===== src/design/assert_macros.svh =====
// Assertion helpers included by the top-level module.
`ifndef ASSERT_MACROS_SVH
`define ASSERT_MACROS_SVH

// Checked while out of reset.
`define CHRL_ASSERT(lbl, prop, msg) \
  lbl: assert property (@(posedge clk) disable iff (!rst_n) prop) else $error(msg);

// Checked on every edge, reset included.
`define CHRL_ASSERT_ALWAYS(lbl, prop, msg) \
  lbl: assert property (@(posedge clk) prop) else $error(msg);

`endif


===== src/design/chrl_pkg.sv =====
`default_nettype none
package chrl_pkg;

  localparam int FUNC_W   = 2;
  localparam int SLOT_W   = 12;
  localparam int HASH_W   = 32;
  localparam int SID_W    = 4;
  localparam int SID_N    = 1 << SID_W;
  localparam int STATUS_W = 2;
  localparam int PIU_W    = 13;
  localparam int SIU_W    = 5;
  localparam int CFG_W    = 13;
  localparam int CFG_IDX_W = 1;
  localparam int ENT_W    = HASH_W + SID_W;
  localparam int Q_DEPTH  = 2;

  // function codes on the input channel
  localparam logic [FUNC_W-1:0] FN_WRITE  = 2'd0;
  localparam logic [FUNC_W-1:0] FN_AVAIL  = 2'd1;
  localparam logic [FUNC_W-1:0] FN_LOOKUP = 2'd2;

  // result status
  localparam logic [STATUS_W-1:0] ST_OK    = 2'd0;
  localparam logic [STATUS_W-1:0] ST_NONE  = 2'd1;
  localparam logic [STATUS_W-1:0] ST_RANGE = 2'd2;

  // configuration register indexes
  localparam logic [CFG_IDX_W-1:0] CFG_POINTS  = 1'b0;
  localparam logic [CFG_IDX_W-1:0] CFG_SERVERS = 1'b1;

  // classified operations handed from front to back
  localparam logic [2:0] OP_WRITE  = 3'd0;
  localparam logic [2:0] OP_AVAIL  = 3'd1;
  localparam logic [2:0] OP_LOOKUP = 3'd2;
  localparam logic [2:0] OP_EMPTY  = 3'd3;
  localparam logic [2:0] OP_REJECT = 3'd4;

  typedef struct packed {
    logic [2:0]        op;
    logic [SLOT_W-1:0] slot;
    logic [HASH_W-1:0] hash;   // point hash or key hash
    logic [SID_W-1:0]  sid;
    logic              up;
  } op_t;

  typedef struct packed {
    logic busy;   // lookup scan in progress
    logic pop;    // op taken from the queue this cycle
  } bk_stat_t;

endpackage
`default_nettype wire


===== src/design/chrl_fifo.sv =====
`default_nettype none
module chrl_fifo (
  input  wire logic          clk,
  input  wire logic          rst_n,
  input  wire logic          push,
  input  wire chrl_pkg::op_t din,
  output logic               ready,
  output logic               valid,
  output chrl_pkg::op_t      dout,
  input  wire logic          pop
);

  localparam int QA_W = (chrl_pkg::Q_DEPTH > 1) ? $clog2(chrl_pkg::Q_DEPTH) : 1;
  localparam int QC_W = $clog2(chrl_pkg::Q_DEPTH + 1);

  chrl_pkg::op_t   mem_r [chrl_pkg::Q_DEPTH];
  logic [QA_W-1:0] wp_r, rp_r;
  logic [QC_W-1:0] cnt_r;
  logic            do_push, do_pop;

  function automatic logic [QA_W-1:0] bump(input logic [QA_W-1:0] p);
    bump = (p == QA_W'(chrl_pkg::Q_DEPTH - 1)) ? '0 : p + QA_W'(1);
  endfunction

  assign ready   = cnt_r != QC_W'(chrl_pkg::Q_DEPTH);
  assign valid   = cnt_r != '0;
  assign dout    = mem_r[rp_r];
  assign do_push = push && ready;
  assign do_pop  = pop && valid;

  always_ff @(posedge clk) begin
    if (!rst_n) begin
      wp_r  <= '0;
      rp_r  <= '0;
      cnt_r <= '0;
    end else begin
      if (do_push) begin
        wp_r <= bump(wp_r);
      end
      if (do_pop) begin
        rp_r <= bump(rp_r);
      end
      if (do_push && !do_pop) begin
        cnt_r <= cnt_r + QC_W'(1);
      end else if (do_pop && !do_push) begin
        cnt_r <= cnt_r - QC_W'(1);
      end
    end
    if (do_push) begin
      mem_r[wp_r] <= din;
    end
  end

endmodule
`default_nettype wire


===== config.mk =====
export PLATFORM = sky130hd
export DESIGN_NAME = chrl_fifo
export DESIGN_NICKNAME = d
export VERILOG_FILES = /design/src/design/assert_macros.svh /design/src/design/chrl_pkg.sv /design/src/design/chrl_fifo.sv
export SDC_FILE = /design/constraint.sdc
export NUM_CORES = 1
export LEC_CHECK = 0
export ABC_CLOCK_PERIOD_IN_PS = 4600
export BUFFER_PORTS_ARGS = -buffer_cell sky130_fd_sc_hd__buf_2
export CAP_MARGIN = 20
export CORE_ASPECT_RATIO = 1.5
export CORE_UTILIZATION = 55
export DETAILED_ROUTE_END_ITERATION = 7
export GPL_ROUTABILITY_DRIVEN = 0
export GPL_TIMING_DRIVEN = 0
export PLACE_DENSITY = 0.9
export SYNTH_ARGS = -nofsm -noshare
export SYNTH_HDL_FRONTEND = slang
export SYNTH_SLANG_ARGS = --single-unit

===== constraint.sdc =====
create_clock -name clk -period 4.6 [get_ports clk]
set_clock_uncertainty 0.15 [all_clocks]
set_input_delay 0.46 -clock clk [delete_from_list [all_inputs] [get_ports clk]]
set_output_delay 0.46 -clock clk [all_outputs]
set_load 0.1 [all_outputs]

==> flow_summary.yaml, run 1 <==
detailed_routing:
  antenna_left: 0
  drt_pass1_iterations: 4
  drt-wirelength-per-cell_um: 17.6
  routed_wl_um: 6870
  num_vias: 2090
  viasPerCell: 5.35
  drt_iter0_markers: 90
  route.detailed.drc: 0
synth:
  synth_xor_xnor_area_share_pct: 0.658
  synthesis.area_um2: 3990
  synthAdderAreaFrac_pct: 0.313
  synth_ff_type: "edfxtp_1"
  ys_warn_count: 0
  synth_area_leader_cell: "edfxtp_1"
  synth_cell_types: 20
  avgSynthCellArea_um2: 21.5
  synth_mux_area_share_pct: 14.7
  synth_compound_area_share_pct: 0.877
  synthTopCellsByArea: "edfxtp_1, mux2_2, dfxtp_1, buf_4, and2_1"
  synth_top_family_by_area: "multiplexers"
  synthSimpleGateAreaFrac_pct: 1.63
  synth.most_common_cell: "edfxtp_1"
  yosys-top-cells-count: "edfxtp_1, mux2_2, buf_4, dfxtp_1, and2_1"
  synth_edf_count: 104
  ys_seq_area_share_pct: 80.7
  ys_ff_latch: 109
  synth_top_area_share_pct: 78.2
  synth_fp_nets: 243
  syn_inst: 186
  async_flop_share_pct: 0
floorplan:
  start_util_pct: 57.5
  pin_count: 110
  die_w_um: 71.6
  die_h_um: 106
  coreArea_um2: 6940
  rows: 37
  die-area_um2: 7610
cts:
  path_clk_slew_ns: 0.09
  root_buffer: "clkbuf_8"
  cts_buffers: 9
  ctsLongestPathBuffers: 2
  post_cts_buffers: 0
  cts_sinks: 109
  post_cts_resized: 0
  hold_buffers: 0
  clkLatencyLatePin_ns: 0.37
  cts_tree: "built"
  htree_levels: 3
layout:
  seq_area_um2: 3220
  n_antenna_cell: 0
  n_fill_cell: 452
  drive_gt1_share_pct: 59.4
  fin_util_pct: 70.7
  multi_input_area_um2: 726
  syn2layout_area_growth_pct: 22.9
  finalNetCount: 365
  stdcell_area_um2: 4910
  fin_cells: 391
global_routing:
  grt_max_degree: 33
  grt_usage_pct: 18.9
  gr-total-overflow: 0
  grt_pass1_wl_um: 10100
  antenna_found_initial: 0
  grt_pass1_vias: 2131
worst_setup_path:
  end_kind: "primary output"
  startpoint_type: "register"
  crit_type: "reg2out"
  crit_required_ns: 3.99
  cp_max_fo: 10
  crit_arrival_ns: 1.77
timing:
  hold_viol: 0
  report.final.slew_viol_count: 0
  worst_slew_pin_slew_ns: 0.543
  setup_viol: 0
  slew_headroom_pct: 63.8
  clock.fmax_ghz: 0.421
  fin_crit_sh_pct: 51.7
  rsz0062_at_grt: "false"
  setup_tns_ns: 0
  fin_crit_ns: 2.38
placed_design:
  placedInstanceArea_um2: 4680
  dp_hpwl_um: 4730
  post-place-cells: 375
  port_buffers: 109
hold_path:
  hp-class: "in2reg"
job:
  cap_violations: 0
run_status:
  outcome: "finished clean"
-- stage by stage --
stage / setup slack (ns) / hold slack [ns]
5_1_grt: 2.14 / 0.102
2_1_floorplan: 1.95 / 0.362
3_3_place_gp: 1.62 / 0.381
4_1_cts: 2.19 / 0.106
3_5_place_dp: 2.61 / 0.397
6_report: 2.22 / 0.123
-- final cells by class --
cell class / count / share of cell area (%)
timing repair buffer: 111 / 11.9
tap: 78 / 1.99
clock buffer: 10 / 2.60
inverter: 1 / 0.0765
multi-input combinational: 70 / 14.8
clock inverter: 6 / 2.07
buffer: 6 / 0.867
sequential: 109 / 65.7
-- worst max-delay path, stage by stage (launching register included) --
cell	delay (ns)
dfxtp_1	0.32
buf_2	0.20
buf_4	0.22
mux2_2	0.36
buf_2	0.30
-- sequential cells by signal (all words and copies together) (netlist names), named ones only --
name / count
rp_r: 1
cnt_r: 2
wp_r: 1
mem_r: 104
-- layer usage --
metal	GRT usage, %	vias to the layer above	wire (um)
li1	-	972	-
met1	19.5	1035	2470
met2	33.3	69	3850
met3	4.93	14	350
met4	11.9	0	201
met5	0	-	0
-- cell usage in the layout, fill, tap and decap left out --
cell       synthesis  final
buf_2              1    110
edfxtp_1         104    104
mux2_2            52     52
clkbuf_8           0      9
buf_4              5      5
dfxtp_1            5      5
and2_1             4      4
clkinv_1           0      3
bufinv_16          0      3
xnor2_1            2      2
buf_12             0      2
nand2b_4           1      1
or2_2              1      1
o21ai_1            1      1
and3_2             0      1
nand3b_1           1      1
inv_2              0      1
a21bo_2            1      1
a21boi_0           1      1
xor2_1             1      1
o21ai_0            1      1
or3_1              1      1
a21boi_1           1      1
ha_1               1      1
clkbuf_1           0      1
-- final timing paths --
kind	startpoint	end	slack, ns	cells past startpoint
setup / recovery	register	dout[6]	2.22	4
hold / removal	din[18]	mem_r[0][18]	0.12	1
setup reg to reg	cnt_r[0]	mem_r[1][11]	2.67	3
hold reg to reg	cnt_r[1]	cnt_r[1]	0.41	2
-- logic make-up after synthesis --
| group | after synthesis |
|---|---|
| compound gates | 5 |
| xor+xnor | 3 |
| fa+ha+maj | 1 |
| buf+inv | 7 |
| flops | 109 |
| mux | 52 |
| simple gates | 9 |
Power of run 1 is not shown: default switching activity piles up to over one toggle a cycle in this logic, so the estimate is an artifact.
==> run 2, diff against run 1 <==
--- a/config.mk
+++ b/config.mk
@@ -5,15 +5,15 @@
 export SDC_FILE = /design/constraint.sdc
 export NUM_CORES = 1
 export LEC_CHECK = 0
-export ABC_CLOCK_PERIOD_IN_PS = 4600
+export ABC_CLOCK_PERIOD_IN_PS = 1970
 export BUFFER_PORTS_ARGS = -buffer_cell sky130_fd_sc_hd__buf_2
 export CAP_MARGIN = 20
 export CORE_ASPECT_RATIO = 1.5
-export CORE_UTILIZATION = 55
+export CORE_UTILIZATION = 46
 export DETAILED_ROUTE_END_ITERATION = 7
 export GPL_ROUTABILITY_DRIVEN = 0
 export GPL_TIMING_DRIVEN = 0
-export PLACE_DENSITY = 0.9
+export PLACE_DENSITY = 0.81
 export SYNTH_ARGS = -nofsm -noshare
 export SYNTH_HDL_FRONTEND = slang
 export SYNTH_SLANG_ARGS = --single-unit
==> constraint.sdc (replaced) <==
create_clock -name clk -period 1.97 [get_ports clk]
set_clock_uncertainty 0.15 [all_clocks]
set_input_delay 0.197 -clock clk [delete_from_list [all_inputs] [get_ports clk]]
set_output_delay 0.197 -clock clk [all_outputs]
set_load 0.1 [all_outputs]
==> flow_summary.yaml, run 2 (same netlist as run 1, synthesis figures left out) <==
cts:
  cts_buffers: 9
  cts_tree: "built"
  path_clk_slew_ns: 0.06
  clkLatencyLatePin_ns: 0.34
  htree_levels: 3
  root_buffer: "clkbuf_16"
  ctsLongestPathBuffers: 2
  cts_sinks: 109
job:
  cap_violations: 0
detailed_routing:
  route.detailed.drc: 0
  num_vias: 2322
  antenna_left: 0
  drt_iter0_markers: 90
  drt-wirelength-per-cell_um: 18.1
  routed_wl_um: 8580
  drt_pass1_iterations: 5
  viasPerCell: 4.90
power_and_ir_drop:
  p_per_area_nw_per_um2: 1600
  peakVddDrop_mv: 1.16
  p_leak_nw: 2.21
worst_setup_path:
  slowest_stage: "mux2_2"
  crit_arrival_ns: 1.56
  crit_required_ns: 1.62
  cp_max_fo: 10
  slowest_delay_ns: 0.37
  r2r.worst_path.cells: 5
  crit_type: "reg2out"
  path_common_cell: "buf_6"
  crit_chain: "buf_4 > buf_6 > mux2_2 > buf_6"
  end_kind: "primary output"
  startpoint_type: "register"
floorplan:
  start_util_pct: 47.5
  coreArea_um2: 8410
  pin_count: 110
  rows: 41
  die_h_um: 116
  die-area_um2: 9070
  die_w_um: 78.1
layout:
  syn2layout_area_growth_pct: 47.3
  n_antenna_cell: 0
  largest_register_ffs: 104
  finalNetCount: 421
  n_fill_cell: 524
  layout.cells.most_common: "edfxtp_1"
  reg_top3: "mem_r (104), cnt_r (2)"
  drive_gt1_share_pct: 51.5
  layout_common_cells: "edfxtp_1, buf_2, buf_6, dlygate4sd3_1, mux2_2"
  top_register: "mem_r"
timing:
  setup_tns_ns: 0
  clock.fmax_ghz: 0.525
  fin_crit_sh_pct: 96.7
  slew_headroom_pct: 67.1
  worst_slew_pin_slew_ns: 0.497
  setup_viol: 0
  hold_viol: 0
  fin_crit_ns: 1.90
  layout_setup_ws_ns: 0.0659
  report.final.slew_viol_count: 0
placed_design:
  pre_cts_ws_ns: -0.105
  dp_hpwl_um: 4540
  port_buffers: 109
hold_path:
  hold_path_depth: 3
  hp-class: "in2reg"
global_routing:
  antenna_found_initial: 0
  grt_pass1_vias: 2425
  grt_usage_pct: 18.5
  grt_pass1_wl_um: 11800
  gr-total-overflow: 0
  grt_max_degree: 28
run_status:
  outcome: "finished clean"
==> run 2: cell count changes in the layout (fill, tap and decap cells not counted), moves of 9 or more <==
cell,change
buf_2,-51
buf_6,+55
clkbuf_16,+9
clkbuf_8,-9
dlygate4sd3_1,+53
==> run 2: per-stage QoR <==
stage | std cells | utilization (%) | cell area (um^2) | hold WS (ns) | power, W
after detailed placement | 404 | 56.1 | 4720 | 0.239 | 0.00709
final | 474 | 69.9 | 5880 | 0.0915 | 0.00939
after floorplan | 186 | - | 4000 | 0.146 | 0.00648
after global placement | 402 | 55.6 | 4680 | 0.235 | 0.00701
after global routing | 474 | 69.9 | 5880 | 0.109 | 0.00965
after CTS | 472 | 67.2 | 5660 | 0.0489 | 0.00907
==> run 2: final timing paths <==
check,startpoint,to,slack [ns]
setup / recovery,register,dout[22],0.07
hold reg to reg,cnt_r[1],cnt_r[1],0.41
setup reg to reg,cnt_r[0],cnt_r[1],0.22
hold / removal,push,wp_r,0.09
==> run 2: metal layers <==
metal | GRT usage, % | vias to the layer above | part of all wire [%]
met5 | 0 | - | 0
met4 | 8.27 | 0 | 2.5
met3 | 5.78 | 14 | 4.7
met2 | 35.5 | 70 | 57
met1 | 17.7 | 1160 | 35
li1 | - | 1078 | -
==> run 2: worst max-delay path: cells and delay by family (launching register included) <==
family | cells | cell delay (ns)
flops | 1 | 0.31
buf+inv | 3 | 0.53
mux | 1 | 0.37
==> run 2: timing repair <==
action | in CTS | in global routing
resized for setup | 51 | 58
endpoints found under the setup margin | 77 | 115
setup buffers | 0 | 2
cloned | 1 | 0
hold buffers | 53 | 0
endpoints found under the hold margin | 109 | 0
==> run 2: layout make-up <==
class | instances | area [um^2] | share of cell area, %
multi-input combinational | 70 | 729 | 12.4
tap | 107 | 134 | 2.28
timing repair buffer | 166 | 1440 | 24.5
buffer | 6 | 63.8 | 1.08
timing repair inverter | 1 | 7.51 | 0.128
inverter | 1 | 7.51 | 0.128
sequential | 109 | 3220 | 54.8
clock buffer | 11 | 233 | 3.96
clock inverter | 3 | 38.8 | 0.659
==> run 2: power by group <==
group / total, W / internal [W] / switching, W
Sequential: 0.00299 / 0.00290 / 0.0000966
Clock: 0.00170 / 0.000966 / 0.000735
Combinational: 0.00469 / 0.00130 / 0.00339
Power figures use the tool's default switching activity.
==> run 3, diff against run 2 <==
--- a/config.mk
+++ b/config.mk
@@ -10,10 +10,11 @@
 export CAP_MARGIN = 20
 export CORE_ASPECT_RATIO = 1.5
 export CORE_UTILIZATION = 46
+export CTS_CLUSTER_SIZE = 28
 export DETAILED_ROUTE_END_ITERATION = 7
 export GPL_ROUTABILITY_DRIVEN = 0
 export GPL_TIMING_DRIVEN = 0
-export PLACE_DENSITY = 0.81
+export PLACE_DENSITY = 0.82
 export SYNTH_ARGS = -nofsm -noshare
 export SYNTH_HDL_FRONTEND = slang
 export SYNTH_SLANG_ARGS = --single-unit
==> flow_summary.yaml, run 3 (same netlist as run 1, synthesis figures left out) <==
power_and_ir_drop:
  combPwrFrac_pct: 49.9
  intPower_w: 0.00516
  p_leak_nw: 2.21
  clockPowerShare_pct: 18.1
  swShare_pct: 44.8
  power_frac_seq_pct: 32.0
  total_switching_power_w: 0.00419
  peakVddDrop_mv: 0.988
  power_w: 0.00935
  p_per_area_nw_per_um2: 1590
cts:
  post_cts_buffers: 0
  cts_buffers: 9
  clkLatencyLatePin_ns: 0.33
  ctsLongestPathBuffers: 2
  htree_levels: 3
  cts_tree: "built"
  root_buffer: "clkbuf_16"
  cts_sinks: 109
  path_clk_slew_ns: 0.06
detailed_routing:
  drt-wirelength-per-cell_um: 16.7
  drt_pass1_iterations: 4
  route.detailed.drc: 0
  viasPerCell: 4.81
  routed_wl_um: 7900
  drt_iter0_markers: 120
  antenna_left: 0
  num_vias: 2280
worst_setup_path:
  crit_type: "reg2reg"
  end_kind: "register"
  crit_required_ns: 1.73
  rr_startpoint: "cnt_r[1]"
  crit_arrival_ns: 1.66
  startpoint_type: "register"
  worstSetupStartpoint: "cnt_r[1]"
  cp_max_fo: 12
layout:
  n_antenna_cell: 0
  largest_register_ffs: 104
  multi_input_area_um2: 729
  layout.cells.most_common: "edfxtp_1"
  top_register: "mem_r"
  n_fill_cell: 559
  drive_gt1_share_pct: 51.5
  seq_area_um2: 3220
  finalNetCount: 419
  stdcell_area_um2: 5880
  syn2layout_area_growth_pct: 47.3
  fin_cells: 474
  reg_top3: "mem_r (104), cnt_r (2)"
  layout_common_cells: "edfxtp_1, buf_2, buf_6, dlygate4sd3_1, mux2_2"
global_routing:
  grt_usage_pct: 17.7
  grt_pass1_wl_um: 11600
  grt_pass1_vias: 2445
  gr-total-overflow: 0
  grt_max_degree: 30
  antenna_found_initial: 0
floorplan:
  pin_count: 110
  rows: 41
  die_h_um: 116
  start_util_pct: 47.5
  die_w_um: 78.1
  die-area_um2: 9070
  coreArea_um2: 8410
timing:
  hold_viol: 0
  fin_crit_ns: 1.90
  rsz0062_at_grt: "true"
  worst_slew_pin_slew_ns: 0.556
  layout_setup_ws_ns: 0.0715
  slew_headroom_pct: 62.7
  fin_crit_sh_pct: 96.4
  setup_viol: 0
  clock.fmax_ghz: 0.527
  report.final.slew_viol_count: 0
placed_design:
  pre_cts_ws_ns: -0.0408
  port_buffers: 109
  post-place-cells: 404
  dp_hpwl_um: 4460
  placedInstanceArea_um2: 4720
run_status:
  outcome: "finished clean"
job:
  cap_violations: 0
hold_path:
  hp-class: "in2reg"
  worstHoldStart: "push"
run 3: changes by cell type in the layout (fill, tap and decap cells not counted):
cell and delta:
buf_4 -2, buf_6 -2, buf_8 +2, clkbuf_1 -2, clkinv_1 +2, clkinv_2 +2, clkinvlp_2 +1, clkinvlp_4 -1
run 3: final cells by class:
type	instances	share of cell area (%)
clock buffer	9	3.83
sequential	109	54.8
multi-input combinational	70	12.4
timing repair inverter	1	0.0851
clock inverter	7	0.957
tap	107	2.28
buffer	6	1.21
timing repair buffer	164	24.3
inverter	1	0.128
run 3: final timing paths:
check	to	slack, ns	cells past startpoint
setup / recovery	mem_r[0][33]	0.07	3
hold / removal	wp_r	0.06	3
setup reg to reg	mem_r[0][33]	0.07	3
hold reg to reg	cnt_r[1]	0.42	2
run 3: routing by layer:
metal | vias up | part of all wire (%) | GRT usage [%]
li1 | 1081 | - | -
met1 | 1114 | 34 | 16.9
met2 | 70 | 59 | 34.0
met3 | 15 | 4.4 | 4.77
met4 | 0 | 2.1 | 9.26
met5 | - | 0 | 0
run 3: repair_timing:
action / CTS / global route
pin swaps: 0 / 0
endpoints found under the hold margin: 109 / 0
gates resized for setup: 50 / 60
gates cloned: 1 / 0
hold buffers: 53 / 0
setup endpoints to repair: 78 / 91
run 3: worst max-delay path, stage by stage (launching register included):
cell	delay (ns)
dfxtp_1	0.43
nand2b_4	0.09
nand3b_1	0.24
clkinvlp_2	0.55
run 3: through the flow:
| stage | util (%) | TNS, ns | hold slack (ns) |
|---|---|---|---|
| 2_1_floorplan | - | -12.76 | 0.146 |
| 3_5_place_dp | 56.1 | -1.11 | 0.239 |
| 3_3_place_gp | 55.6 | -26.08 | 0.234 |
| 6_report | 69.9 | 0 | 0.0561 |
| 5_1_grt | 69.9 | -0.346 | 0.0654 |
| 4_1_cts | 67.3 | -1.65 | 0.0313 |
run 3: power groups by stage:
stage | combinational [W] | clock (W) | sequential [W]
after floorplan | 0.00347 | 0 | 0.00301
after global placement | 0.00397 | 0 | 0.00303
after detailed placement | 0.00403 | 0 | 0.00304
after CTS | 0.00434 | 0.00174 | 0.00299
after global routing | 0.00480 | 0.00182 | 0.00302
final | 0.00467 | 0.00169 | 0.00299
