File: src/design/assert_macros.svh
// Assertion helpers included by the top-level module.
`ifndef ASSERT_MACROS_SVH
`define ASSERT_MACROS_SVH

// Checked while out of reset.
`define CHRL_ASSERT(lbl, prop, msg) \
  lbl: assert property (@(posedge clk) disable iff (!rst_n) prop) else $error(msg);

// Checked on every edge, reset included.
`define CHRL_ASSERT_ALWAYS(lbl, prop, msg) \
  lbl: assert property (@(posedge clk) prop) else $error(msg);

`endif

File: src/design/chrl_pkg.sv
`default_nettype none
package chrl_pkg;

  localparam int FUNC_W   = 2;
  localparam int SLOT_W   = 12;
  localparam int HASH_W   = 32;
  localparam int SID_W    = 4;
  localparam int SID_N    = 1 << SID_W;
  localparam int STATUS_W = 2;
  localparam int PIU_W    = 13;
  localparam int SIU_W    = 5;
  localparam int CFG_W    = 13;
  localparam int CFG_IDX_W = 1;
  localparam int ENT_W    = HASH_W + SID_W;
  localparam int Q_DEPTH  = 2;

  // function codes on the input channel
  localparam logic [FUNC_W-1:0] FN_WRITE  = 2'd0;
  localparam logic [FUNC_W-1:0] FN_AVAIL  = 2'd1;
  localparam logic [FUNC_W-1:0] FN_LOOKUP = 2'd2;

  // result status
  localparam logic [STATUS_W-1:0] ST_OK    = 2'd0;
  localparam logic [STATUS_W-1:0] ST_NONE  = 2'd1;
  localparam logic [STATUS_W-1:0] ST_RANGE = 2'd2;

  // configuration register indexes
  localparam logic [CFG_IDX_W-1:0] CFG_POINTS  = 1'b0;
  localparam logic [CFG_IDX_W-1:0] CFG_SERVERS = 1'b1;

  // classified operations handed from front to back
  localparam logic [2:0] OP_WRITE  = 3'd0;
  localparam logic [2:0] OP_AVAIL  = 3'd1;
  localparam logic [2:0] OP_LOOKUP = 3'd2;
  localparam logic [2:0] OP_EMPTY  = 3'd3;
  localparam logic [2:0] OP_REJECT = 3'd4;

  typedef struct packed {
    logic [2:0]        op;
    logic [SLOT_W-1:0] slot;
    logic [HASH_W-1:0] hash;   // point hash or key hash
    logic [SID_W-1:0]  sid;
    logic              up;
  } op_t;

  typedef struct packed {
    logic busy;   // lookup scan in progress
    logic pop;    // op taken from the queue this cycle
  } bk_stat_t;

endpackage
`default_nettype wire

File: src/design/chrl_front.sv
`default_nettype none
module chrl_front #(
  parameter int RING_POINTS = 4096,
  parameter int MAX_SERVERS = 16
) (
  input  wire logic                          clk,
  input  wire logic                          rst_n,
  input  wire logic                          in_valid,
  output logic                               in_stall,
  input  wire logic [chrl_pkg::FUNC_W-1:0]   in_func,
  input  wire logic [chrl_pkg::SLOT_W-1:0]   in_point_slot,
  input  wire logic [chrl_pkg::HASH_W-1:0]   in_point_hash,
  input  wire logic [chrl_pkg::SID_W-1:0]    in_server_id,
  input  wire logic                          in_server_up,
  input  wire logic [chrl_pkg::HASH_W-1:0]   in_key_hash,
  input  wire logic [chrl_pkg::SIU_W-1:0]    servers_in_use,
  input  wire logic                          ring_empty,
  output logic                               f_valid,
  output chrl_pkg::op_t                      f_op,
  input  wire logic                          q_ready
);

  logic          f_valid_r, f_valid_nxt;
  chrl_pkg::op_t f_op_r, f_op_nxt;
  chrl_pkg::op_t cls;
  logic          accept;
  logic          slot_bad, sid_bad, avail_bad;

  assign slot_bad  = 32'(in_point_slot) >= 32'(RING_POINTS);
  assign sid_bad   = 32'(in_server_id) >= 32'(MAX_SERVERS);
  assign avail_bad = sid_bad || ({1'b0, in_server_id} >= servers_in_use);

  always_comb begin
    cls.slot = in_point_slot;
    cls.hash = in_point_hash;
    cls.sid  = in_server_id;
    cls.up   = in_server_up;
    unique case (in_func)
      chrl_pkg::FN_WRITE:  cls.op = (slot_bad || sid_bad) ? chrl_pkg::OP_REJECT
                                                          : chrl_pkg::OP_WRITE;
      chrl_pkg::FN_AVAIL:  cls.op = avail_bad ? chrl_pkg::OP_REJECT : chrl_pkg::OP_AVAIL;
      chrl_pkg::FN_LOOKUP: begin
        cls.hash = in_key_hash;
        cls.op   = ring_empty ? chrl_pkg::OP_EMPTY : chrl_pkg::OP_LOOKUP;
      end
      default:             cls.op = chrl_pkg::OP_REJECT;
    endcase
  end

  assign in_stall = f_valid_r && !q_ready;
  assign accept   = in_valid && !in_stall;

  always_comb begin
    f_valid_nxt = f_valid_r && !q_ready;
    f_op_nxt    = f_op_r;
    if (accept) begin
      f_valid_nxt = 1'b1;
      f_op_nxt    = cls;
    end
  end

  always_ff @(posedge clk) begin
    if (!rst_n) begin
      f_valid_r <= 1'b0;
    end else begin
      f_valid_r <= f_valid_nxt;
    end
    f_op_r <= f_op_nxt;
  end

  assign f_valid = f_valid_r;
  assign f_op    = f_op_r;

endmodule
`default_nettype wire

File: config.mk
export PLATFORM = sky130hd
export DESIGN_NAME = chrl_front
export DESIGN_NICKNAME = d
export VERILOG_FILES = /design/src/design/assert_macros.svh /design/src/design/chrl_pkg.sv /design/src/design/chrl_front.sv
export SDC_FILE = /design/constraint.sdc
export NUM_CORES = 1
export LEC_CHECK = 0
export BUFFER_PORTS_ARGS = -buffer_cell sky130_fd_sc_hd__buf_2
export CAP_MARGIN = 15
export CORE_UTILIZATION = 45
export DETAILED_ROUTE_END_ITERATION = 12
export HOLD_SLACK_MARGIN = 0.03
export PLACE_DENSITY = 0.9
export REMOVE_ABC_BUFFERS = 1
export SKIP_LAST_GASP = 1
export SYNTH_ARGS = -nofsm -noshare
export SYNTH_HDL_FRONTEND = slang
export SYNTH_SLANG_ARGS = --single-unit
File: constraint.sdc
create_clock -name clk -period 7.5 [get_ports clk]
set_input_delay 0.375 -clock clk [delete_from_list [all_inputs] [get_ports clk]]
set_output_delay 0.375 -clock clk [all_outputs]
set_load 0.1 [all_outputs]
==> metrics.csv, run 1 <==
metric,value,unit
critPathKind,register to register,
antenna-diode-count,0,
routed_wl_met2,2550,um
drt_first_iter_violations,50,
synthDistinctLibCells,19,
maxUsedRoutingLayer,met4,
global_route_usage_over_all_layers,17.6,%
cts_setup_buffers,0,
outcome,finished clean,
worst-endpoint-required,7.47,ns
cts.reportedPaths.clkPinSlew,0.09,ns
hpwlAfterDp,3760,um
viasPerCell,4.56,
totalNegativeSetupSlack,0,ns
wirelength,4710,um
setup.worst_path.end_class,register,
port_buffers,146,
wl_met3,453,um
ir_worst_vdd,0.121,mV
maximum_number_of_pins_on_one_net_before_global_route_repair,32,
antenna_found_initial,0,
ys_warn_count,0,
crit_fanout,31,
synth_seq_cells,53,
num-nets-final,360,
1st_pass_router_iterations,4,
finalCriticalPeriod,1.81,ns
wl_met1,1650,um
yosysSeqAreaShare,69.2,%
timing_max_transition_violations_final,0,
clock_insertion_delay_worst_skew,0.30,ns
max_cap_violations,0,
grt_first_pass_wirelength,6870,um
routabilityCongestion,0.688,
cts_tree,done,
num_vias,1508,
floorplan.die.width,73.3,um
clock_tree.root_cell,sky130_fd_sc_hd__clkbuf_8,
initial_core_utilization,47.5,%
core.rowCount,25,
clkSinkCount,53,
cts-htree-levels,2,
timing.final.crit_share,24.1,%
non_filler_instance_count_after_layout,331,
grt_overflow_total,0,
cts_buffers,5,
place.detailed.instances,323,
power.static_leakage,1.48,nW
finish.utilization,65.7,%
finalClockSkew,0.00446,ns
die_height,73.3,um
max_clock_freq,553,MHz
worst_max_slew_pin_slew,0.601,ns
hold_violations,0,
core,4820,um2
grt_pass1_vias,1512,
design.portCount,147,
timing.slew.headroom,59.9,%
cts_repair_resize_count,0,
setup_viol,0,
cts_hold_repair.buffers,0,
drive_above_1_share,72.0,%
grt_setup_unrepaired,no,
element_type_at_the_critical_path_start,register,
worstPathArrival,1.78,ns
worst_hold_path_type,input pin to register,
synth_area_per_cell,20.4,um2
die_area,5370,um2
r2r_slack,5.69,ns
drc,0,
synthesis.instances,112,
power-per-cell-area,243,nW/um2
cts_buffer_depth,2,
area_delta_synth_final,38.4,%
antenna_violating_nets_post_route,0,
critical_path.slowest_cell,sky130_fd_sc_hd__nor2b_4,
synthesis.area,2290,um2
crit_chain,"nor2b_1, nor2b_4, buf_4",
cp_slowest_stage_delay,0.50,ns
avgRoutedWirePerCell,14.2,um
==> worst max-delay path: cells and delay by family (launching register included) <==
family                 cells  cell delay, ns
flip-flops                 1            0.32
buffers and inverters      1            0.47
AND/OR/NAND/NOR            2            0.67
==> layout make-up <==
class,instances,area [um2]
timing repair buffer,148,746
fill,372,1650
tap,67,83.8
inverter,5,18.8
sequential,53,1580
multi-input combinational,50,622
clock inverter,2,38.8
clock buffer,6,72.6
==> power by group <==
group	switching, mW	internal (mW)
combinational	0.171	0.0528
clock	0.0901	0.100
sequential	0.00434	0.349
==> sequential cells by signal, indices dropped and copies added (netlist names) <==
name	cells
f_valid	1
f_op	52
==> routing by layer <==
metal / global-route usage, % / vias up
met3: 5.76 / 5
li1: - / 731
met5: 0 / -
met1: 17.3 / 682
met2: 34.1 / 90
met4: 5.88 / 0
==> cells by family (layout without fill, tap and decap cells) <==
family          count (synthesis)  count (layout)  share of synthesized area [%]
flops                          53              53                           69.2
mux                            32              32                           20.4
buf+inv                         9             161                           3.94
simple gates                    8               8                           2.24
compound gates                  6               6                           2.08
fa+ha+maj                       4               4                           2.19
==> layout by cell type (no fill, tap or decap), drive strengths merged <==
cell type,count
a211oi,1
buf,148
bufinv,1
clkbuf,6
clkinv,1
dfxtp,1
edfxtp,52
ha,4
inv,5
mux2,32
nand2,1
nand2b,2
nor2,1
nor2b,3
nor3,1
o211ai,1
o21a,1
o21ai,2
o311a,1
==> Yosys cell counts <==
cell type / n / area share, %
sky130_fd_sc_hd__dfxtp_1: 1 / 0.88
sky130_fd_sc_hd__inv_1: 5 / 0.82
sky130_fd_sc_hd__o211ai_1: 1 / 0.33
sky130_fd_sc_hd__mux2_4: 28 / 18
sky130_fd_sc_hd__ha_1: 4 / 2.2
sky130_fd_sc_hd__o21a_1: 1 / 0.33
sky130_fd_sc_hd__nand2b_1: 2 / 0.55
sky130_fd_sc_hd__nand2_1: 1 / 0.16
sky130_fd_sc_hd__buf_6: 1 / 0.49
sky130_fd_sc_hd__mux2_2: 4 / 2.0
sky130_fd_sc_hd__a211oi_2: 1 / 0.55
sky130_fd_sc_hd__nor3_1: 1 / 0.22
sky130_fd_sc_hd__nor2b_4: 1 / 0.60
sky130_fd_sc_hd__edfxtp_1: 52 / 68
sky130_fd_sc_hd__o311a_1: 1 / 0.44
sky130_fd_sc_hd__nor2b_1: 2 / 0.55
sky130_fd_sc_hd__o21ai_0: 2 / 0.44
sky130_fd_sc_hd__buf_12: 3 / 2.6
sky130_fd_sc_hd__nor2_1: 1 / 0.16
==> final timing paths <==
path,startpoint,end,depth (start not counted)
max,f_valid,f_op[38],3
max reg2reg,f_valid,f_op[38],3
min reg2reg,f_valid,f_valid,2
min,in_point_slot[8],f_op[45],1
==> metrics by stage <==
stage / total power, mW / area, um2 / setup slack [ns] / hold WS (ns)
CTS: 0.774 / 3160 / 5.64 / 0.234
global placement: 0.581 / 3050 / 5.50 / 0.553
floorplan: 0.538 / 2210 / 3.03 / 0.474
global route: 0.792 / 3160 / 5.56 / 0.229
detailed placement: 0.585 / 3050 / 5.44 / 0.554
finish: 0.767 / 3160 / 5.69 / 0.241
Note: power is estimated with default switching activity, not from simulation.
==> inputs of run 2 (changes only) <==
Settings changed: CORE_UTILIZATION 45 to 38, PLACE_DENSITY 0.9 to 0.82.
Clock period 7.5 ns to 1.5 ns, I/O delays scaled along.
==> run 2 against run 1 <==
Net effect: sequential power increased to 5.0 times the previous value; sequential cell count is the same; via count up 7.0%; register-to-register slack got worse by 5.5 ns; worst setup slack worse by 5.6 ns; wire length is 12% higher; die area rose by 18%; hold slack worse by 0.17 ns; global-route usage fell by 0.55 points; core utilization down 4.8 points; largest cell class unchanged.
==> metrics.csv, run 2 (synthesized netlist as in run 1, its figures left out) <==
metric,value,unit,change
drt_first_iter_violations,34,,was 50
core.rowCount,27,,was 25
global_route_usage_over_all_layers,17.0,%,was 17.6%
cts_buffers,5,,unchanged
timing.slew.headroom,66.3,%,was 59.9%
floorplan.die.width,79.6,um,was 73.3 um
fillers,430,,was 372
setup.worst_path.end_class,register,,unchanged
timing_max_transition_violations_final,0,,unchanged
critPathKind,input pin to register,,was register to register
crit_start,in_server_id[3],,was f_valid
initial_core_utilization,40.5,%,was 47.5%
viasPerCell,4.51,,was 4.56
antenna-diode-count,0,,unchanged
highest_count_cells_in_the_layout_ignoring_fill_and_taps,"sky130_fd_sc_hd__buf_2, sky130_fd_sc_hd__edfxtp_1, sky130_fd_sc_hd__mux2_4",,unchanged
design.portCount,147,,unchanged
max_clock_freq,705,MHz,
grt_pass1_vias,1618,,was 1512
num_vias,1614,,was 1508
rr_startpoint,f_valid,,unchanged
cts_buffer_depth,2,,unchanged
largest_reg_flops,52,,unchanged
avgRoutedWirePerCell,14.7,um,was 14.2 um
die_area,6330,um2,was 5370 um2
holdCritStartpoint,in_point_hash[16],,was in_point_slot[8]
grt_overflow_total,0,,unchanged
wirelength,5280,um,was 4710 um
drc,0,,unchanged
worst_max_slew_pin_slew,0.509,ns,was 0.601 ns
clock_tree.root_cell,sky130_fd_sc_hd__clkbuf_8,,unchanged
antenna_violating_nets_post_route,0,,unchanged
timing.critical_path.max_delay_family,buffers and inverters,,was simple AND/OR/NAND/NOR gates
total_chip_power,3.90,mW,was 0.767 mW
finalCriticalPeriod,1.42,ns,
cts_repair_resize_count,0,,unchanged
clock_insertion_delay_worst_skew,0.30,ns,about the same
outcome,finished clean,,unchanged
worstPathArrival,1.47,ns,was 1.78 ns
totalNegativeSetupSlack,0,ns,unchanged
timing.final.crit_share,94.6,%,
crit_chain,"dlygate4sd3_1, buf_2, ha_1, o21ai_0, nor2_1, o311a_1",,"was nor2b_1, nor2b_4, buf_4"
cp_slowest_stage_delay,0.53,ns,was 0.50 ns
port_buffers,146,,unchanged
hold_violations,0,,unchanged
maximum_number_of_pins_on_one_net_before_global_route_repair,32,,unchanged
1st_pass_router_iterations,4,,unchanged
worst-endpoint-required,1.55,ns,was 7.47 ns
ir_worst_vdd,0.544,mV,was 0.121 mV
element_type_at_the_critical_path_start,input pin,,was register
die_height,79.6,um,was 73.3 um
drive_above_1_share,67.5,%,was 72.0%
worst_hold_path_type,input pin to register,,unchanged
cts.reportedPaths.clkPinSlew,0.09,ns,about the same
core,5640,um2,was 4820 um2
finalClockSkew,0.00849,ns,was 0.00446 ns
grt_setup_unrepaired,no,,unchanged
antenna_found_initial,0,,unchanged
clkSinkCount,53,,unchanged
cts_tree,done,,unchanged
grt_first_pass_wirelength,7840,um,was 6870 um
num-nets-final,382,,was 360
area_delta_synth_final,50.2,%,was 38.4%
hpwlAfterDp,3940,um,was 3760 um
critical_path.slowest_cell,sky130_fd_sc_hd__dlygate4sd3_1,,was sky130_fd_sc_hd__nor2b_4
power.static_leakage,1.59,nW,was 1.48 nW
routabilityCongestion,0.744,,was 0.688
power-per-cell-area,1130,nW/um2,was 243 nW/um2
crit_fanout,2,,was 31
critical_path.n_buffers_inverters,2,,was 1
max_cap_violations,0,,unchanged
cts-htree-levels,2,,unchanged
leading_cell_type_in_the_layout_fill_and_taps_excluded,sky130_fd_sc_hd__buf_2,,unchanged
setup_viol,0,,unchanged
-- run 2: cell count changes in the layout (fill, tap and decap cells not counted), sizes merged --
cell / change
dlygate4sd3: +19
buf: +3
-- run 2: what timing repair did --
item                      in CTS  in global routing
hold buffers                  19                  0
buffers inserted               0                  0
hold endpoints to repair      18                  0
-- run 2: worst paths after layout --
check	to	slack, ns	depth (start not counted)
setup / recovery	f_op[51]	0.08	6
hold / removal	f_op[21]	0.07	2
setup reg to reg	f_op[18]	0.20	3
hold reg to reg	f_valid	0.85	3
-- run 2: layer usage --
layer  wire length [um]  global-route usage (%)
met5                  0                       0
met4                 71                    6.18
met3                450                    4.57
met2               2750                    31.5
met1               2000                    18.4
-- run 2: area by class of cell --
type	instances	area, um2	share of cell area (%)
inverters	5	18.8	0.546
repair buffers	170	1010	29.4
flip-flops and latches	53	1580	46.0
clock buffers	6	72.6	2.11
clock inverters	2	38.8	1.13
multi-input cells	50	622	18.1
well taps	72	90.1	2.62
-- run 2: power by group --
part,leakage (nW),total (mW),switching (mW),internal [mW]
Sequential,0.512,1.77,0.0233,1.75
Combinational,1.02,1.19,0.871,0.318
Clock,0.0554,0.939,0.438,0.501
-- run 2: worst register-to-register path, cell delays in order (launching register included) --
cell and delay (ns):
sky130_fd_sc_hd__dfxtp_1 0.32, sky130_fd_sc_hd__nor2b_1 0.16, sky130_fd_sc_hd__nor2b_4 0.26, sky130_fd_sc_hd__buf_12 0.24
-- run 2: per-stage QoR --
step	area, um2	hold slack [ns]	instances	util (%)	setup slack [ns]
6_report	3430	0.0685	358	60.9	0.0807
5_1_grt	3430	0.0560	358	60.9	0.0258
4_1_cts	3430	0.0614	358	60.9	0.0782
3_5_place_dp	3130	0.253	331	55.5	0.00853
3_3_place_gp	3130	0.251	331	55.5	0.0459
2_1_floorplan	2210	0.174	108	-	-2.97
==> inputs of run 3 (changes only) <==
Settings changed: BUFFER_PORTS_ARGS -buffer_cell sky130_fd_sc_hd__buf_2 to default, CORE_UTILIZATION 38 to 44, DONT_BUFFER_PORTS from default to 1, PLACE_DENSITY 0.82 to 0.67.
==> run 3 against run 2 <==
Net effect: cell count down 8.7%; fmax down 1.9%; combinational power up 9%.
==> metrics.csv, run 3 (synthesized netlist as in run 1, its figures left out) <==
metric,value,unit,change
die_area,5490,um2,was 6330 um2
dp_worst_setup_slack,0.114,ns,was 0.00853 ns
totalNegativeSetupSlack,0,ns,unchanged
timing.critical_path.max_delay_family,buffers and inverters,,unchanged
min_delay_path_depth,2,,unchanged
power-per-cell-area,1070,nW/um2,was 1130 nW/um2
grt_first_pass_wirelength,8520,um,was 7840 um
grt_setup_unrepaired,no,,unchanged
1st_pass_router_iterations,4,,unchanged
timing_max_transition_violations_final,0,,unchanged
global_route_usage_over_all_layers,21.9,%,was 17.0%
clock_tree.root_cell,sky130_fd_sc_hd__clkbuf_8,,unchanged
ff_latch_area,1580,um2,unchanged
finalClockSkew,0.00490,ns,was 0.00849 ns
highest_count_cells_in_the_layout_ignoring_fill_and_taps,"sky130_fd_sc_hd__dlygate4sd3_1, sky130_fd_sc_hd__buf_4, sky130_fd_sc_hd__edfxtp_1",,"was sky130_fd_sc_hd__buf_2, sky130_fd_sc_hd__edfxtp_1, sky130_fd_sc_hd__mux2_4"
leading_cell_type_in_the_layout_fill_and_taps_excluded,sky130_fd_sc_hd__dlygate4sd3_1,,was sky130_fd_sc_hd__buf_2
internal-power,2.67,mW,was 2.56 mW
drc,0,,unchanged
fillers,271,,was 430
r2r_slack,0.29,ns,was 0.20 ns
port_buffers,0,,was 146
holdCritStartpoint,in_func[0],,was in_point_hash[16]
hold_violations,0,,unchanged
worst_max_slew_pin_slew,0.287,ns,was 0.509 ns
viasPerCell,4.87,,was 4.51
num-nets-final,356,,was 382
setup_viol,0,,unchanged
critical_path.reg2reg.endpoint,f_op[15],,was f_op[18]
antenna_violating_nets_post_route,0,,unchanged
critical_path.n_buffers_inverters,2,,unchanged
cp_slowest_stage_delay,0.58,ns,was 0.53 ns
element_type_at_the_critical_path_start,input pin,,unchanged
cts.reportedPaths.clkPinSlew,0.09,ns,about the same
cts_setup_buffers,0,,unchanged
drive_above_1_share,38.5,%,was 67.5%
worst-endpoint-required,1.55,ns,about the same
timing.final.crit_share,96.5,%,was 94.6%
power.share.combinational,32.3,%,was 30.5%
hold_ws,0.0744,ns,was 0.0685 ns
hpwlAfterDp,3270,um,was 3940 um
min_delay_endpoint,f_op[49],,was f_op[21]
initial_core_utilization,47.1,%,was 40.5%
wirelength,5860,um,was 5280 um
finalCriticalPeriod,1.45,ns,was 1.42 ns
max_cap_violations,0,,unchanged
num_vias,1591,,was 1614
cts_repair_resize_count,0,,unchanged
routabilityCongestion,0.692,,was 0.744
cts_hold_repair.buffers,86,,was 19
design.portCount,147,,unchanged
placed_area,2780,um2,was 3130 um2
largest_reg_flops,52,,unchanged
antenna-diode-count,0,,unchanged
clkSinkCount,53,,unchanged
grt_overflow_total,0,,unchanged
worstRegToRegCells,3,,unchanged
finish.utilization,77.3,%,was 60.9%
power.share.clock,23.4,%,was 24.1%
crit_fanout,1,,was 2
avgRoutedWirePerCell,17.9,um,was 14.7 um
ir_worst_vdd,0.576,mV,was 0.544 mV
cts_tree,done,,unchanged
power.static_leakage,1.54,nW,was 1.59 nW
setup.worst_path.end_class,register,,unchanged
core,4850,um2,was 5640 um2
critical_path.slowest_cell,sky130_fd_sc_hd__dlygate4sd3_1,,unchanged
worst_hold_path_type,input pin to register,,unchanged
floorplan.die.width,74.1,um,was 79.6 um
cts_buffers,5,,unchanged
antenna_found_initial,0,,unchanged
core.rowCount,25,,was 27
grt_pass1_vias,1758,,was 1618
rr_startpoint,f_valid,,unchanged
multi_input_area,624,um2,was 622 um2
worst_setup_slack_after_layout,0.0525,ns,was 0.0807 ns
drt_first_iter_violations,66,,was 34
worstPathArrival,1.49,ns,was 1.47 ns
seq_power_share,44.3,%,was 45.4%
timing.slew.headroom,80.8,%,was 66.3%
clock_insertion_delay_worst_skew,0.30,ns,about the same
maximum_number_of_pins_on_one_net_before_global_route_repair,33,,was 32
worst_path_most_repeated_cell,sky130_fd_sc_hd__dlygate4sd3_1,,
outcome,finished clean,,unchanged
critPathKind,input pin to register,,unchanged
area_delta_synth_final,64.0,%,was 50.2%
max_clock_freq,691,MHz,was 705 MHz
die_height,74.1,um,was 79.6 um
layout.cell_area.non_filler,3750,um2,was 3430 um2
power_switching_share,33.5,%,was 34.2%
cts-htree-levels,2,,unchanged
crit_chain,"dlygate4sd3_1, mux2_4, dlygate4sd3_1",,"was dlygate4sd3_1, buf_2, ha_1, o21ai_0, nor2_1, o311a_1"
p_switching,1.35,mW,was 1.33 mW
cts_buffer_depth,2,,unchanged
run 3: cell types whose count changed in the layout (fill, tap and decap cells not counted), sizes merged:
cell	delta
buf	-93
dlygate4sd3	+67
run 3: power groups by stage:
stage,combinational (mW),sequential [mW],clock [mW]
2_1_floorplan,0.190,2.50,0
3_3_place_gp,1.06,1.81,0
3_5_place_dp,1.08,1.81,0
4_1_cts,1.28,1.77,0.940
5_1_grt,1.34,1.79,1.01
6_report,1.30,1.78,0.938
run 3: worst max path at each step:
stage,start,endpoint,slack [ns],cells past startpoint
after detailed placement,in_server_id[0],f_op[51],0.11,6
final,in_key_hash[17],f_op[22],0.05,3
after floorplan,f_valid,f_op[0],-2.97,2
after global routing,in_key_hash[17],f_op[22],0.07,3
after CTS,in_key_hash[11],f_op[16],0.13,3
after global placement,in_server_id[0],f_op[51],0.16,6
run 3: cell type report:
class	count	area share (%)
clock inverters	2	0.901
multi-input cells	50	16.7
well taps	67	2.24
clock buffers	6	1.94
repair buffers	144	35.6
flip-flops and latches	53	42.2
inverters	5	0.501
run 3: worst reg2reg max path: stages, from the launching register on:
cell	delay, ns
sky130_fd_sc_hd__dfxtp_1	0.33
sky130_fd_sc_hd__nor2b_2	0.17
sky130_fd_sc_hd__nor2b_4	0.18
sky130_fd_sc_hd__buf_12	0.23
run 3: stage by stage:
step	cells	power, mW
CTS	327	4.00
floorplan	108	2.69
global placement	233	2.87
global route	327	4.14
detailed placement	233	2.88
finish	327	4.01
run 3: metal layers:
layer  vias to the layer above  wire, um  track usage (%)
met4                         0       109             8.33
met2                       113      3060             39.7
met3                        10       640             8.13
met5                         -         0                0
met1                       747      2050             23.1
li1                        721         -                -
